===== src/hdl/nev_pkg.sv =====
// Shared types and constants for the numeric entity to UTF-8 decoder.
`timescale 1ns / 1ps

package nev_pkg;

  // Most bytes one input word can produce: four UTF-8 bytes plus the terminator.
  localparam int RUN_MAX   = 5;
  localparam int RUN_CNT_W = $clog2(RUN_MAX + 1);

  localparam logic [7:0] CH_AMP   = 8'h26;
  localparam logic [7:0] CH_HASH  = 8'h23;
  localparam logic [7:0] CH_SEMI  = 8'h3B;
  localparam logic [7:0] CH_QMARK = 8'h3F;
  localparam logic [7:0] CH_ZERO  = 8'h30;
  localparam logic [7:0] CH_NINE  = 8'h39;

  localparam logic [20:0] ACC_MAX = 21'h1FFFFF;
  localparam logic [20:0] CP_MAX  = 21'h10FFFF;

  // Bytes produced by one input word, in output order from index 0.
  typedef struct packed {
    logic [RUN_CNT_W-1:0]     cnt;
    logic [RUN_MAX-1:0][7:0]  bytes;
  } run_t;

endpackage


===== src/hdl/nev_in_reg.sv =====
// Input register stage holding one accepted text byte.
`timescale 1ns / 1ps

module nev_in_reg (
  input  logic       clk,
  input  logic       rst,
  input  logic       in_valid,
  input  logic [7:0] in_byte,
  output logic       in_ready,
  input  logic       take,
  output logic       held_valid,
  output logic [7:0] held_byte
);

  assign in_ready = !held_valid || take;

  always_ff @(posedge clk) begin
    if (rst) begin
      held_valid <= 1'b0;
    end else if (in_valid && in_ready) begin
      held_valid <= 1'b1;
    end else if (take) begin
      held_valid <= 1'b0;
    end
  end

  always_ff @(posedge clk) begin
    if (in_valid && in_ready) begin
      held_byte <= in_byte;
    end
  end

endmodule


===== src/hdl/nev_parse.sv =====
// Character reference parser state and the run of output bytes for the held word.
`timescale 1ns / 1ps

module nev_parse (
  input  logic          clk,
  input  logic          rst,
  input  logic          step,
  input  logic [7:0]    cur_byte,
  output nev_pkg::run_t run
);
  import nev_pkg::*;

  localparam logic [1:0] MODE_NORMAL = 2'd0;
  localparam logic [1:0] MODE_AMP    = 2'd1;
  localparam logic [1:0] MODE_DIGITS = 2'd2;

  logic [1:0]           mode;
  logic [1:0]           mode_next;
  logic [20:0]          acc;
  logic [20:0]          acc_next;
  logic                 ovf;
  logic                 ovf_next;
  logic [24:0]          prod;
  logic                 is_digit;
  logic [RUN_CNT_W-1:0] enc_cnt;
  logic [3:0][7:0]      enc_b;

  assign is_digit = (cur_byte >= CH_ZERO) && (cur_byte <= CH_NINE);
  // acc*10 + digit as two shifted adds
  assign prod = {1'b0, acc, 3'b000} + {3'b000, acc, 1'b0}
              + {21'd0, cur_byte[3:0] - CH_ZERO[3:0]};

  // UTF-8 encoding of the pending code point
  always_comb begin
    enc_b = '0;
    priority if (ovf || acc > CP_MAX) begin
      enc_cnt  = RUN_CNT_W'(1);
      enc_b[0] = CH_QMARK;
    end else if (acc < 21'h80) begin
      enc_cnt  = RUN_CNT_W'(1);
      enc_b[0] = acc[7:0];
    end else if (acc < 21'h800) begin
      enc_cnt  = RUN_CNT_W'(2);
      enc_b[0] = {3'b110, acc[10:6]};
      enc_b[1] = {2'b10, acc[5:0]};
    end else if (acc < 21'h10000) begin
      enc_cnt  = RUN_CNT_W'(3);
      enc_b[0] = {4'b1110, acc[15:12]};
      enc_b[1] = {2'b10, acc[11:6]};
      enc_b[2] = {2'b10, acc[5:0]};
    end else begin
      enc_cnt  = RUN_CNT_W'(4);
      enc_b[0] = {5'b11110, acc[20:18]};
      enc_b[1] = {2'b10, acc[17:12]};
      enc_b[2] = {2'b10, acc[11:6]};
      enc_b[3] = {2'b10, acc[5:0]};
    end
  end

  always_comb begin
    mode_next = mode;
    acc_next  = acc;
    ovf_next  = ovf;
    run       = '0;
    unique case (mode)
      MODE_AMP: begin
        if (cur_byte == CH_HASH) begin
          mode_next = MODE_DIGITS;
          acc_next  = '0;
          ovf_next  = 1'b0;
        end else begin
          run.cnt      = RUN_CNT_W'(2);
          run.bytes[0] = CH_AMP;
          run.bytes[1] = cur_byte;
          mode_next    = MODE_NORMAL;
        end
      end
      MODE_DIGITS: begin
        if (is_digit) begin
          if (prod > {4'd0, ACC_MAX}) begin
            acc_next = ACC_MAX;
            ovf_next = 1'b1;
          end else begin
            acc_next = prod[20:0];
          end
        end else begin
          run.bytes[3:0] = enc_b;
          run.cnt        = enc_cnt;
          if (cur_byte != CH_SEMI) begin
            run.bytes[enc_cnt] = cur_byte;
            run.cnt            = enc_cnt + RUN_CNT_W'(1);
          end
          mode_next = MODE_NORMAL;
        end
      end
      default: begin
        mode_next = MODE_NORMAL;
        if (cur_byte == CH_AMP) begin
          mode_next = MODE_AMP;
        end else begin
          run.cnt      = RUN_CNT_W'(1);
          run.bytes[0] = cur_byte;
        end
      end
    endcase
  end

  always_ff @(posedge clk) begin
    if (rst) begin
      mode <= MODE_NORMAL;
      acc  <= '0;
      ovf  <= 1'b0;
    end else if (step) begin
      mode <= mode_next;
      acc  <= acc_next;
      ovf  <= ovf_next;
    end
  end

`ifndef SYNTHESIS
  a_ovf_saturated: assert property (@(posedge clk) disable iff (rst)
    ovf |-> acc == ACC_MAX)
    else $error("overflow flag set without saturated accumulator");

  a_hash_enters_digits: assert property (@(posedge clk) disable iff (rst)
    (step && mode == MODE_AMP && cur_byte == CH_HASH)
      |=> (mode == MODE_DIGITS && acc == '0 && !ovf))
    else $error("hash after ampersand did not start a digit run");
`endif

endmodule


===== src/hdl/nev_emit.sv =====
// Run buffer that sends one word's output bytes one per cycle while out_ready is high.
`timescale 1ns / 1ps

module nev_emit (
  input  logic          clk,
  input  logic          rst,
  input  logic          load,
  input  nev_pkg::run_t run,
  output logic          free,
  output logic          out_valid,
  input  logic          out_ready,
  output logic [7:0]    out_byte,
  output logic          last_of_run
);
  import nev_pkg::*;

  logic [RUN_CNT_W-1:0]    cnt;
  logic [RUN_CNT_W-1:0]    idx;
  logic [RUN_MAX-1:0][7:0] bytes;

  assign out_valid   = (cnt != '0);
  assign last_of_run = (idx == cnt - RUN_CNT_W'(1));
  assign out_byte    = bytes[idx];
  assign free        = !out_valid || (out_ready && last_of_run);

  always_ff @(posedge clk) begin
    if (rst) begin
      cnt <= '0;
      idx <= '0;
    end else if (load && run.cnt != '0) begin
      cnt <= run.cnt;
      idx <= '0;
    end else if (out_valid && out_ready) begin
      if (last_of_run) begin
        cnt <= '0;
        idx <= '0;
      end else begin
        idx <= idx + RUN_CNT_W'(1);
      end
    end
  end

  always_ff @(posedge clk) begin
    if (load && run.cnt != '0) begin
      bytes <= run.bytes;
    end
  end

`ifndef SYNTHESIS
  a_idx_in_run: assert property (@(posedge clk) disable iff (rst)
    out_valid |-> (idx < cnt && cnt <= RUN_CNT_W'(RUN_MAX)))
    else $error("byte index outside the buffered run");

  a_advance: assert property (@(posedge clk) disable iff (rst)
    (out_valid && out_ready && !last_of_run)
      |=> (out_valid && idx == $past(idx) + RUN_CNT_W'(1)))
    else $error("run did not advance by one byte");

  a_reset_idle: assert property (@(posedge clk)
    rst |=> !out_valid)
    else $error("output valid right after reset");
`endif

endmodule


===== src/hdl/numeric_entity_to_utf8.sv =====
// Top level: decimal character reference to UTF-8 stream decoder.
`timescale 1ns / 1ps

// A held word waits in the input register until the run buffer is free, then loads into it.
// Throughput: one input word per cycle while each word yields at most one byte and the
// receiver is ready; a word yielding several bytes holds the input while the run buffer
// drains them, one byte per cycle as the receiver allows. Words yielding no byte pass too.
// Reset (rst, synchronous): parser back to normal mode, accumulator cleared, no words held.
module numeric_entity_to_utf8 (
  input  logic       clk,
  input  logic       rst,
  input  logic       in_valid,
  output logic       in_ready,
  input  logic [7:0] in_byte,
  output logic       out_valid,
  input  logic       out_ready,
  output logic [7:0] out_byte,
  output logic       last_of_run
);
  import nev_pkg::*;

  logic       held_valid;
  logic [7:0] held_byte;
  logic       free;
  logic       consume;
  run_t       run;

  // The held word is parsed once the run buffer can take its bytes;
  // parser state advances only then.
  assign consume = held_valid && free;

  nev_in_reg u_in_reg (
    .clk        (clk),
    .rst        (rst),
    .in_valid   (in_valid),
    .in_byte    (in_byte),
    .in_ready   (in_ready),
    .take       (consume),
    .held_valid (held_valid),
    .held_byte  (held_byte)
  );

  nev_parse u_parse (
    .clk      (clk),
    .rst      (rst),
    .step     (consume),
    .cur_byte (held_byte),
    .run      (run)
  );

  nev_emit u_emit (
    .clk         (clk),
    .rst         (rst),
    .load        (consume),
    .run         (run),
    .free        (free),
    .out_valid   (out_valid),
    .out_ready   (out_ready),
    .out_byte    (out_byte),
    .last_of_run (last_of_run)
  );

endmodule


===== config.mk =====
export PLATFORM = sky130hd
export DESIGN_NAME = numeric_entity_to_utf8
export DESIGN_NICKNAME = d
export VERILOG_FILES = /design/src/hdl/nev_pkg.sv /design/src/hdl/nev_in_reg.sv /design/src/hdl/nev_parse.sv /design/src/hdl/nev_emit.sv /design/src/hdl/numeric_entity_to_utf8.sv
export SDC_FILE = /design/constraint.sdc
export NUM_CORES = 1
export LEC_CHECK = 0
export ABC_AREA = 1
export BUFFER_PORTS_ARGS = -buffer_cell sky130_fd_sc_hd__clkbuf_2
export CORE_MARGIN = 2
export CORE_UTILIZATION = 35
export CTS_CLUSTER_DIAMETER = 120
export DETAILED_ROUTE_END_ITERATION = 16
export PLACE_DENSITY = 0.6
export RECOVER_POWER = 25
export SYNTH_ARGS = -nofsm -noshare
export SYNTH_HDL_FRONTEND = slang
export SYNTH_SLANG_ARGS = --single-unit

===== constraint.sdc =====
create_clock -name clk -period 3.45 [get_ports clk]
set_clock_uncertainty 0.2 [all_clocks]
set_input_delay 0.5175 -clock clk [delete_from_list [all_inputs] [get_ports clk]]
set_output_delay 0.5175 -clock clk [all_outputs]
set_load 0.005 [all_outputs]

### Word level (Yosys, flattened, before mapping)

Index checks and enable logic that the tools add are counted.

* add/sub/neg operators: 5
* magnitude comparators: 10
* equal/unequal tests: 10
* multiplexer cells: 44
* bitwise operators: 2
* reductions and logical operators: 25

Operator list (count)
* 2-to-1 mux 43 bit: 2
* 2-to-1 mux 21 bit: 3
* 2-to-1 mux 16 bit: 3
* 2-to-1 mux 24 bit: 2
* 2-to-1 mux 8 bit: 6
* one-hot mux 21 bit (2 select lines): 1
* bitwise mux 40 bit: 1
* one-hot mux 8 bit (2 select lines): 2
* adder 24 x 22 -> 25 bit: 1
* adder 25 x 4 -> 25 bit: 1
* > comparator 25 x 21 -> 1 bit (second input constant): 1
* binary-select mux 8 bit (select 3 bit): 1
* demux 8 bit (select 3 bit): 1
* 2-to-1 mux 3 bit: 8
* 2-to-1 mux 22 bit: 1
* > comparator 21 bit (second input constant): 1
* < comparator 21 x 12 -> 1 bit (second input constant): 1
* < comparator 21 x 17 -> 1 bit (second input constant): 1
* < comparator 21 x 8 -> 1 bit (second input constant): 1
* == test 8 x 6 -> 1 bit (second input constant): 2
* greater-or-equal comparator 8 x 6 -> 1 bit (second input constant): 1
* <= comparator 8 x 6 -> 1 bit (second input constant): 1
* < comparator 3 x 4 -> 1 bit (second input constant): 2
* != test 8 x 6 -> 1 bit (second input constant): 1
* other kinds (24): 51

* register bits after elaboration: 79
* logic and storage cells: 108

### Depth between registers and ports, before layout

Gate-level depths: netlist of the first run.

* word-level depth: 17
* depth in mapped cells: 17
* gate-level depth less buffers: 17

### Cells and area by module

Synthesis of the first run repeated with hierarchy kept, for this count alone.

* cell total of the unflattened synthesis: 791
* area, all modules: 5974.5 µm²

Modules (own cells, without submodules)
* nev_parse: times used 1, cells an instance 594, area an instance 3686.0 µm², seq. area each 480.5 µm²
* nev_emit: times used 1, cells an instance 181, area an instance 1993.2 µm², seq. area each 1321.3 µm²
* nev_in_reg: times used 1, cells an instance 14, area an instance 287.8 µm², seq. area each 260.2 µm²
* numeric_entity_to_utf8: times used 1, cells an instance 2, area an instance 7.5 µm², seq. area each 0.0 µm²

### Worst setup path before layout of the first run

OpenSTA, ideal clock, no wires.

* path type: flip-flop to flip-flop
* start: register u_parse.acc[20]
* end: register u_emit.bytes[0] in the netlist's numbering, enable pin
* library setup time: 395 ps
* data arrival time: 2572 ps
* setup slack: 283 ps
* cell stages (with the launch flop): 17
* path buffers: 1
* cells stage by stage: dfxtp_1 buf_6 nor2_2 nand2_1 nor2_2 nand2_2 nand3_1 inv_1 ha_1 inv_1 nand2_1 nand4_1 nor2_1 nor2_1 nor2_1 nor3_2 inv_1

* word-level cells in the longest chain between the ends: 11

Ends and longest elaborated chain
* start, declared: RTL line nev_parse.sv:19 `logic [20:0] acc;`
* start signal, assigned: RTL line nev_parse.sv:115 `acc <= acc_next;`
* < comparator 21 x 17 -> 1 bit: RTL line nev_parse.sv:46 `end else if (acc < 21'h10000) begin`
* 2-to-1 mux 3 bit: RTL line nev_parse.sv:46
* 2-to-1 mux 3 bit: RTL line nev_parse.sv:42 `end else if (acc < 21'h800) begin`
* 2-to-1 mux 3 bit: RTL line nev_parse.sv:39 `end else if (acc < 21'h80) begin`
* 2-to-1 mux 3 bit (*): RTL line nev_parse.sv:36 `priority if (ovf || acc > CP_MAX) begin`
* adder 3 x 1 -> 3 bit: RTL line nev_parse.sv:91 `run.cnt = enc_cnt + RUN_CNT_W'(1);`
* 2-to-1 mux 43 bit (*): RTL line nev_parse.sv:89 `if (cur_byte != CH_SEMI) begin`
* 2-to-1 mux 43 bit (*): RTL line nev_parse.sv:79 `if (is_digit) begin`
* one-hot mux 3 bit (2 select lines) (*): RTL line nev_parse.sv:65 `unique case (mode)`
* nonzero test 3 bit (*): RTL line nev_emit.sv:44 `if (load && run.cnt != '0) begin`
* logical AND 1 bit (*): RTL line nev_emit.sv:44
* end signal, assigned: RTL line nev_emit.sv:45 `bytes <= run.bytes;`
* end, declared: RTL line nev_emit.sv:19 `logic [RUN_MAX-1:0][7:0] bytes;`

Mark *: on every way between the ends. The rest lies on a longest branch, timed or not.
A chain may end at the register's enable or synchronous reset.

### Worst setup path after layout of the first run

* start: register u_parse.acc[0]
* end: register u_parse.acc[4]

* word-level cells in the longest chain between the ends: 6

Ends and longest elaborated chain
* adder 24 x 22 -> 25 bit (*): RTL line nev_parse.sv:30 `assign prod = {1'b0, acc, 3'b000} + {3'b000, acc, 1'b0}`
* adder 25 x 4 -> 25 bit (*): RTL line nev_parse.sv:31 `+ {21'd0, cur_byte[3:0] - CH_ZERO[3:0]};`
* > comparator 25 x 21 -> 1 bit: RTL line nev_parse.sv:80 `if (prod > {4'd0, ACC_MAX}) begin`
* 2-to-1 mux 21 bit (*): RTL line nev_parse.sv:80
* 2-to-1 mux 21 bit (*): RTL line nev_parse.sv:79
* one-hot mux 21 bit (2 select lines) (*): RTL line nev_parse.sv:65

Mark *: on every way between the ends. The rest lies on a longest branch, timed or not. The select of a mux whose other input is x is not followed.

==> flow_metrics.env, run 1 <==
export IMPL_run_status="complete, no violations"
export IMPL_grt_overflow_total=0
export IMPL_post_cts_resized=0
export IMPL_yosysSeqAreaShare=0.3343
export IMPL_path_clk_slew_ns=0.06
export IMPL_vias_per_cell=5.351
export IMPL_syn_area_um2=6168
export IMPL_vias=5806
export IMPL_synth_distinct_cells=51
export IMPL_row_count=48
export IMPL_portBuffers=22
export IMPL_wl_per_cell_um=16.66
export IMPL_die_width_um=136.8
export IMPL_wl_um=18070
export IMPL_antenna_found_initial=0
export IMPL_slew_viol_final=0
export IMPL_timing_fmax_ghz=0.3066
export IMPL_syn_num_nets=884
export IMPL_grt_pass1_vias=5460
export IMPL_critPathKind="flip-flop to flip-flop"
export IMPL_detail_route_antenna_nets=0
export IMPL_cts_inserted_buffers=9
export IMPL_grt_max_degree=41
export IMPL_grt_pass1_wl_um=28520
export IMPL_arrival_ns=3.28
export IMPL_die_y_um=136.8
export IMPL_gp_congestion=1.022
export IMPL_rsz0062_at_grt="false"
export IMPL_critPathMaxFanout=22
export IMPL_drc=0
export IMPL_nFillCells=1799
export IMPL_pin_count=23
export IMPL_yosysWarnings=0
export IMPL_fin_nets=916
export IMPL_cts_tree="built"
export IMPL_synth_commonest_cells="nand2_1, nor2_1, inv_1"
export IMPL_postCtsSetupRepairBufs=0
export IMPL_worstMarginPinSlew_ns=0.6058
export IMPL_ys_async_sr_fraction=0
export IMPL_yosys_area_top_type="edfxtp_1"
export IMPL_diodes=0
export IMPL_cts_hold_repair_buffers=0
export IMPL_htree_levels=3
export IMPL_synthMostInstantiatedCell="nand2_1"
export IMPL_cts_root_buffer="clkbuf_16"
export IMPL_synth_seq_cells=79
export IMPL_hold_viol=0
export IMPL_layout_worst_path_cycle_share=0.9455
export IMPL_firstDrtPassIters=6
export IMPL_drive_above_1_share=0.1267
export IMPL_tns_ns=0
export IMPL_syn_inst=823
export IMPL_clk_latency_ns=0.34
export IMPL_critPathLaunchType="flip-flop"
export IMPL_endpoint_kind="flip-flop"
export IMPL_cts_sinks=79
export IMPL_required_ns=3.47
export IMPL_clockBufferDepth=2
export IMPL_ir_drop_mv=0.2471
export IMPL_initial_core_util=0.3579
export IMPL_synth_edf_count=48
export IMPL_min_path_type="input port to flip-flop"
export IMPL_yosysTopAreaCellShare=0.2337
export IMPL_drt_iter0_drc=471
export IMPL_power_density_nw_per_um2=327.8
export IMPL_setup_viol=0
export IMPL_area_growth_pct=11.44
export IMPL_fin_crit_ns=3.262
export IMPL_core_um2=17240
export IMPL_max_cap_violations=0
export IMPL_grtUsageTotal=0.1986
export IMPL_syn_avg_cell_area_um2=7.495
export IMPL_ys_top_cells_by_area="edfxtp_1, nand2_1, dfxtp_1, ha_1, a21oi_1"
export IMPL_synth_flop_cell="edfxtp_1"
export IMPL_dieArea_um2=18700
export IMPL_leakagePower_nw=2.990
export IMPL_holdWs_ns=0.1468
export IMPL_slew_headroom=0.5962
export IMPL_dp_hpwl_um=13980
==> logic make-up (layout without fill, tap and decap cells) <==
logic type      count (synthesis)  in the layout  synth area share
compound gates                178            178            0.1848
xor+xnor                       21             21           0.02982
fa+ha+maj                      49             49            0.1018
buf+inv                       107            144           0.07160
flops                          79             79            0.3343
simple gates                  389            389            0.2777
==> report_power, final <==
group / switching [W] / leakage [nW] / internal [W]
sequential: 0.0000236 / 0.714 / 0.00106
combinational: 0.000191 / 2.14 / 0.0000939
clock: 0.000390 / 0.134 / 0.000495
==> area by class of cell <==
class | instances | area [um2] | area share
clock buffers | 9 | 225.2 | 0.03276
inverters | 85 | 319.1 | 0.04641
clock inverters | 7 | 57.56 | 0.008373
multi-input cells | 637 | 3647 | 0.5306
well taps | 225 | 281.5 | 0.04095
flip-flops and latches | 79 | 2062 | 0.3000
repair buffers | 43 | 281.5 | 0.04095
==> sequential cells by signal (all words and copies together), names as in the netlist <==
register and flops:
u_emit.bytes 40, u_in_reg.held_byte 8, u_emit.cnt 3, u_parse.ovf 1, u_parse.mode 2, u_parse.acc 21
u_in_reg.held_valid 1, u_emit.idx 3
==> placed cells by master (no fill, tap or decap), drive strengths merged, types with 2 or more instances in the layout <==
master      n
a211oi      5
a21o        2
a21oi      90
a221o       8
a221oi      2
a22oi       9
a31oi       3
buf        19
clkbuf     33
clkinv      6
clkinvlp    2
dfxtp      31
edfxtp     48
fa          2
ha         47
inv        84
nand2     208
nand3      53
nand3b      2
nand4      13
nor2       97
nor3       13
nor4        3
o211ai      2
o21ai      40
o22ai       8
xnor2      16
xor2        5
==> per-stage QoR <==
stage,util,instances,power [W],worst slack (ns),area (um2)
floorplan,-,823,0.001293,0.2832,6168
global placement,0.3841,1069,0.001391,0.2611,6620
detailed placement,0.3841,1069,0.001392,0.2322,6620
CTS,0.4005,1085,0.002277,0.2013,6903
global route,0.3988,1085,0.002350,0.05138,6874
finish,0.3988,1085,0.002254,0.1880,6874
==> path summary, 6_finish.rpt <==
check                  startpoint                    end  slack [ns]  cells past startpoint
setup / recovery   u_parse.acc[0]         u_parse.acc[4]        0.19                     15
hold / removal         in_byte[5]  u_in_reg.held_byte[5]        0.15                      1
setup reg to reg   u_parse.acc[0]         u_parse.acc[4]        0.19                     15
hold reg to reg   u_parse.mode[1]        u_parse.mode[1]        0.29                      2
==> critical path: stages (launching register included) <==
cell	delay (ns)
dfxtp_1	0.42
inv_1	0.12
fa_1	0.55
inv_1	0.08
fa_1	0.46
nand3_1	0.13
nor2_1	0.07
nor2_1	0.19
o21ai_1	0.16
nand2_1	0.08
nand2_1	0.09
nor2_2	0.16
buf_12	0.18
nand3_1	0.09
nand2_1	0.09
a21oi_2	0.05
==> per-layer routing <==
metal / global-route usage / wire (um) / up-vias
met5: 0 / 0 / -
met4: 0.07523 / 555 / 0
met3: 0.04000 / 1096 / 55
met2: 0.3103 / 8027 / 216
met1: 0.2701 / 8391 / 2639
li1: - / - / 2896
Power figures use the tool's default switching activity.
==> run 2, diff against run 1 <==
Settings changed: ABC_AREA 1 to not set.
==> flow_metrics.env, run 2 <==
export IMPL_top_regs="u_emit.bytes: 40 flops, u_parse.acc: 21 flops, u_in_reg.held_byte: 8 flops"
export IMPL_vias_per_cell=5.651
export IMPL_row_count=46
export IMPL_synth_flop_cell="edfxtp_1"
export IMPL_cts_sinks=79
export IMPL_dieArea_um2=17070
export IMPL_yosys_area_top_type="edfxtp_1"
export IMPL_leakagePower_nw=2.800
export IMPL_vias=5058
export IMPL_antenna_found_initial=0
export IMPL_core_um2=15770
export IMPL_yosysSeqAreaShare=0.3672
export IMPL_endpoint_kind="flip-flop"
export IMPL_nFillCells=1584
export IMPL_grt_pass1_vias=4910
export IMPL_top_register="u_emit.bytes"
export IMPL_path_clk_slew_ns=0.06
export IMPL_synth_commonest_cells="nand2_1, nor2_1, a21oi_1"
export IMPL_power_density_nw_per_um2=312.7
export IMPL_clk_latency_ns=0.34
export IMPL_layout_common_cells="nand2_1, nor2_1, a21oi_1, buf_4, edfxtp_1"
export IMPL_layout_worst_path_cycle_share=0.9831
export IMPL_die_width_um=130.7
export IMPL_cts_inserted_buffers=9
export IMPL_gp_congestion=0.9701
export IMPL_clockBufferDepth=2
export IMPL_htree_levels=3
export IMPL_timing_fmax_ghz=0.2948
export IMPL_p_total_w=0.002093
export IMPL_syn_area_um2=5615
export IMPL_setup_viol=0
export IMPL_area_growth_pct=19.16
export IMPL_dp_hpwl_um=12130
export IMPL_worstMarginPinSlew_ns=1.003
export IMPL_instances_no_fill=895
export IMPL_pin_count=23
export IMPL_cts_root_buffer="clkbuf_16"
export IMPL_synth_edf_count=48
export IMPL_max_cap_violations=0
export IMPL_slew_viol_final=0
export IMPL_drive_above_1_share=0.1915
export IMPL_largest_register_ffs=40
export IMPL_cts_hold_repair_buffers=0
export IMPL_syn_num_nets=677
export IMPL_ys_async_sr_fraction=0
export IMPL_ir_drop_mv=0.2168
export IMPL_cts_tree="built"
export IMPL_drc=0
export IMPL_grt_max_degree=41
export IMPL_arrival_ns=3.43
export IMPL_fin_crit_ns=3.392
export IMPL_firstDrtPassIters=6
export IMPL_initial_core_util=0.3561
export IMPL_required_ns=3.48
export IMPL_slew_headroom=0.3291
export IMPL_yosysWarnings=0
export IMPL_drt_iter0_drc=429
export IMPL_critPathMaxFanout=6
export IMPL_min_path_type="input port to flip-flop"
export IMPL_yosysTopAreaCellShare=0.2567
export IMPL_ys_top_cells_by_area="edfxtp_1, dfxtp_1, ha_1, a21oi_1, nand2_1"
export IMPL_grt_pass1_wl_um=24970
export IMPL_grt_overflow_total=0
export IMPL_run_status="complete, no violations"
export IMPL_diodes=0
export IMPL_synthMostInstantiatedCell="nand2_1"
export IMPL_dp_cells=875
export IMPL_critPathKind="flip-flop to flip-flop"
export IMPL_hold_viol=0
export IMPL_critPathLaunchType="flip-flop"
export IMPL_portBuffers=22
export IMPL_die_y_um=130.7
export IMPL_wl_um=15810
export IMPL_wl_per_cell_um=17.66
export IMPL_grtUsageTotal=0.1868
export IMPL_final_common_cell="nand2_1"
export IMPL_syn_inst=616
export IMPL_synth_distinct_cells=69
export IMPL_syn_avg_cell_area_um2=9.116
export IMPL_rsz0062_at_grt="true"
export IMPL_fin_nets=735
export IMPL_detail_route_antenna_nets=0
export IMPL_synth_seq_cells=79
run 2: cell type report:
class	instances	area, um2	share of cell area
clock buffers	11	232.7	0.03478
well taps	216	270.3	0.04039
clock inverters	5	57.56	0.008601
multi-input cells	474	3400	0.5080
inverters	27	101.3	0.01515
flip-flops and latches	79	2063	0.3083
repair buffers	83	566.8	0.08470
run 2: metal layers:
layer  share of wire  wire length [um]  vias up  GRT usage
li1                -                 -     2445          -
met1            0.45              7135     2382     0.2483
met2            0.45              7185      192     0.2984
met3           0.056               888       39    0.03013
met4           0.038               599        0    0.08886
met5               0                 0        -          0
run 2: logic make-up after synthesis:
group                    Yosys count  synth area share
XOR/XNOR                          20           0.03119
buffers and inverters             64           0.04456
AO/OA/AOI/OAI                    193            0.2344
AND/OR/NAND/NOR                  201            0.1751
adder cells (fa/ha/maj)           49            0.1119
multiplexers                      10           0.03565
flip-flops                        79            0.3672
run 2: timing repair:
item / CTS / global route
cloned: 0 / 1
setup endpoints to repair: 6 / 22
endpoints found under the hold margin: 0 / 0
pin swaps: 1 / 13
setup buffers: 0 / 3
gates resized for setup: 1 / 22
run 2: power breakdown:
group | switching, W | leakage [nW] | total [W] | internal [W]
Sequential | 0.0000153 | 0.728 | 0.00104 | 0.00103
Clock | 0.000371 | 0.144 | 0.000933 | 0.000562
Combinational | 0.0000665 | 1.93 | 0.000116 | 0.0000496
run 2: path summary, 6_finish.rpt:
| check | start | end | slack (ns) | cells past startpoint |
|---|---|---|---|---|
| setup / recovery | u_parse.acc[15] | u_parse.acc[5] | 0.06 | 11 |
| hold / removal | in_byte[7] | u_in_reg.held_byte[7] | 0.15 | 1 |
| setup reg to reg | u_parse.acc[15] | u_parse.acc[5] | 0.06 | 11 |
| hold reg to reg | u_emit.cnt[1] | u_emit.cnt[1] | 0.28 | 2 |
run 2: worst max-delay path, stage by stage, from the launching register on:
cell and delay (ns):
dfxtp_1 0.48, ha_1 0.30, ha_1 0.39, nand4_1 0.17, nor4_1 0.41, o21ai_0 0.28
a31o_2 0.31, nand2_1 0.08, o221a_4 0.27, buf_6 0.15, a31oi_1 0.08, a21o_1 0.16
run 2: through the flow:
stage	setup WS (ns)	util	hold slack, ns	TNS [ns]	area [um2]
2_1_floorplan	0.01740	-	0.2405	0	5645
3_3_place_gp	0.04500	0.4010	0.2592	0	6324
3_5_place_dp	0.03097	0.4010	0.2738	0	6324
4_1_cts	0.03960	0.4197	0.1409	0	6619
5_1_grt	-0.03306	0.4243	0.1448	-0.2206	6691
6_report	0.05826	0.4243	0.1475	0	6691
==> run 3, diff against run 2 <==
Settings changed: ABC_AREA set to 1, MAX_ROUTING_LAYER set to met4, RECOVER_POWER 25 to 50.
==> flow_metrics.env, run 3 (synthesis results as in run 1) <==
export IMPL_run_status="complete, no violations"
export IMPL_power_density_nw_per_um2=351.4
export IMPL_grt_pass1_vias=5495
export IMPL_grt_max_degree=41
export IMPL_clockBufferDepth=2
export IMPL_postCtsSetupRepairBufs=0
export IMPL_required_ns=3.39
export IMPL_clockPowerShare=0.434
export IMPL_rsz0062_at_grt="false"
export IMPL_pin_count=23
export IMPL_nFillCells=1787
export IMPL_area_growth_pct=11.22
export IMPL_detail_route_antenna_nets=0
export IMPL_cts_hold_repair_buffers=0
export IMPL_ir_drop_mv=0.2530
export IMPL_switchingPower_w=0.0006168
export IMPL_worstMarginPinSlew_ns=0.9103
export IMPL_initial_core_util=0.3579
export IMPL_critPathMaxFanout=9
export IMPL_post_cts_resized=0
export IMPL_slew_headroom=0.3932
export IMPL_timing_fmax_ghz=0.3028
export IMPL_cts_inserted_buffers=9
export IMPL_layout_worst_path_cycle_share=0.9572
export IMPL_layout_common_cells="nand2_1, nor2_1, inv_1, a21oi_1, nand3_1"
export IMPL_critPathKind="flip-flop to flip-flop"
export IMPL_intPower_w=0.001794
export IMPL_dp_hpwl_um=14340
export IMPL_min_path_type="input port to flip-flop"
export IMPL_arrival_ns=3.24
export IMPL_antenna_found_initial=0
export IMPL_power_frac_seq=0.449
export IMPL_dieArea_um2=18700
export IMPL_final_common_cell="nand2_1"
export IMPL_drt_iter0_drc=559
export IMPL_portBuffers=22
export IMPL_grt_overflow_total=0
export IMPL_cts_sinks=79
export IMPL_vias=5821
export IMPL_htree_levels=3
export IMPL_diodes=0
export IMPL_wl_per_cell_um=17.03
export IMPL_grtUsageTotal=0.2091
export IMPL_drive_above_1_share=0.1164
export IMPL_fin_nets=915
export IMPL_critPathLaunchType="flip-flop"
export IMPL_vias_per_cell=5.370
export IMPL_power_frac_comb=0.117
export IMPL_wl_um=18460
export IMPL_cts_root_buffer="clkbuf_16"
export IMPL_row_count=48
export IMPL_endpoint_kind="flip-flop"
export IMPL_fin_crit_ns=3.302
export IMPL_firstDrtPassIters=5
export IMPL_max_cap_violations=0
export IMPL_die_y_um=136.8
export IMPL_tns_ns=0
export IMPL_switching_share=0.2559
export IMPL_drc=0
export IMPL_core_um2=17240
export IMPL_hold_viol=0
export IMPL_path_clk_slew_ns=0.06
export IMPL_largest_register_ffs=40
export IMPL_leakagePower_nw=2.997
export IMPL_top_regs="u_emit.bytes: 40 flops, u_parse.acc: 21 flops, u_in_reg.held_byte: 8 flops"
export IMPL_gp_congestion=1.045
export IMPL_top_register="u_emit.bytes"
export IMPL_cts_tree="built"
export IMPL_p_total_w=0.002411
export IMPL_slew_viol_final=0
export IMPL_grt_pass1_wl_um=29180
export IMPL_clk_latency_ns=0.35
export IMPL_setup_viol=0
export IMPL_die_width_um=136.8
run 3: area by class of cell:
type | count | area [um2] | share of cell area
repair buffers | 42 | 265.3 | 0.03866
clock inverters | 7 | 103.9 | 0.01514
inverters | 85 | 319.1 | 0.04651
multi-input cells | 637 | 3603 | 0.5253
flip-flops and latches | 79 | 2062 | 0.3006
well taps | 225 | 281.5 | 0.04104
clock buffers | 9 | 225.2 | 0.03283
run 3: layer usage:
metal	up-vias	wire, um	GRT usage
li1	2881	-	-
met1	2691	8528	0.2829
met2	202	8339	0.3161
met3	47	1057	0.03296
met4	0	532	0.07581
met5	-	0	-
run 3: final timing paths:
path	from	end	slack [ns]	depth (start not counted)
setup reg to reg	u_parse.acc[16]	u_emit.bytes[29]	0.15	10
hold / removal	in_byte[5]	u_in_reg.held_byte[5]	0.14	1
setup / recovery	u_parse.acc[16]	u_emit.bytes[29]	0.15	10
hold reg to reg	u_parse.mode[1]	u_parse.mode[1]	0.30	2
run 3: metrics by stage:
stage	hold slack [ns]	instances	util	instance area [um2]	setup slack, ns
after global routing	0.1431	1084	0.3980	6860	0.05133
after global placement	0.2744	1068	0.3829	6600	0.3103
final	0.1416	1084	0.3980	6860	0.1478
after floorplan	0.2510	823	-	6168	0.2832
after CTS	0.1356	1084	0.4020	6929	0.2757
after detailed placement	0.2879	1068	0.3829	6600	0.2687
run 3: power by group through the flow:
stage | combinational (W) | sequential [W] | clock, W
3_5_place_dp | 0.000290 | 0.00110 | 0
6_report | 0.000282 | 0.00108 | 0.00105
4_1_cts | 0.000291 | 0.00108 | 0.00106
3_3_place_gp | 0.000288 | 0.00110 | 0
2_1_floorplan | 0.000199 | 0.00109 | 0
5_1_grt | 0.000313 | 0.00109 | 0.00110
run 3: worst max-delay path: stages, from the launching register on:
cell and delay [ns]:
dfxtp_1 0.39, nor2_1 0.18, nand2_1 0.15, a21oi_4 0.26, clkbuf_1 0.39, nand2_1 0.13, inv_1 0.18, nand2_1 0.19
nor2_1 0.59, a21oi_1 0.13, a211oi_1 0.31
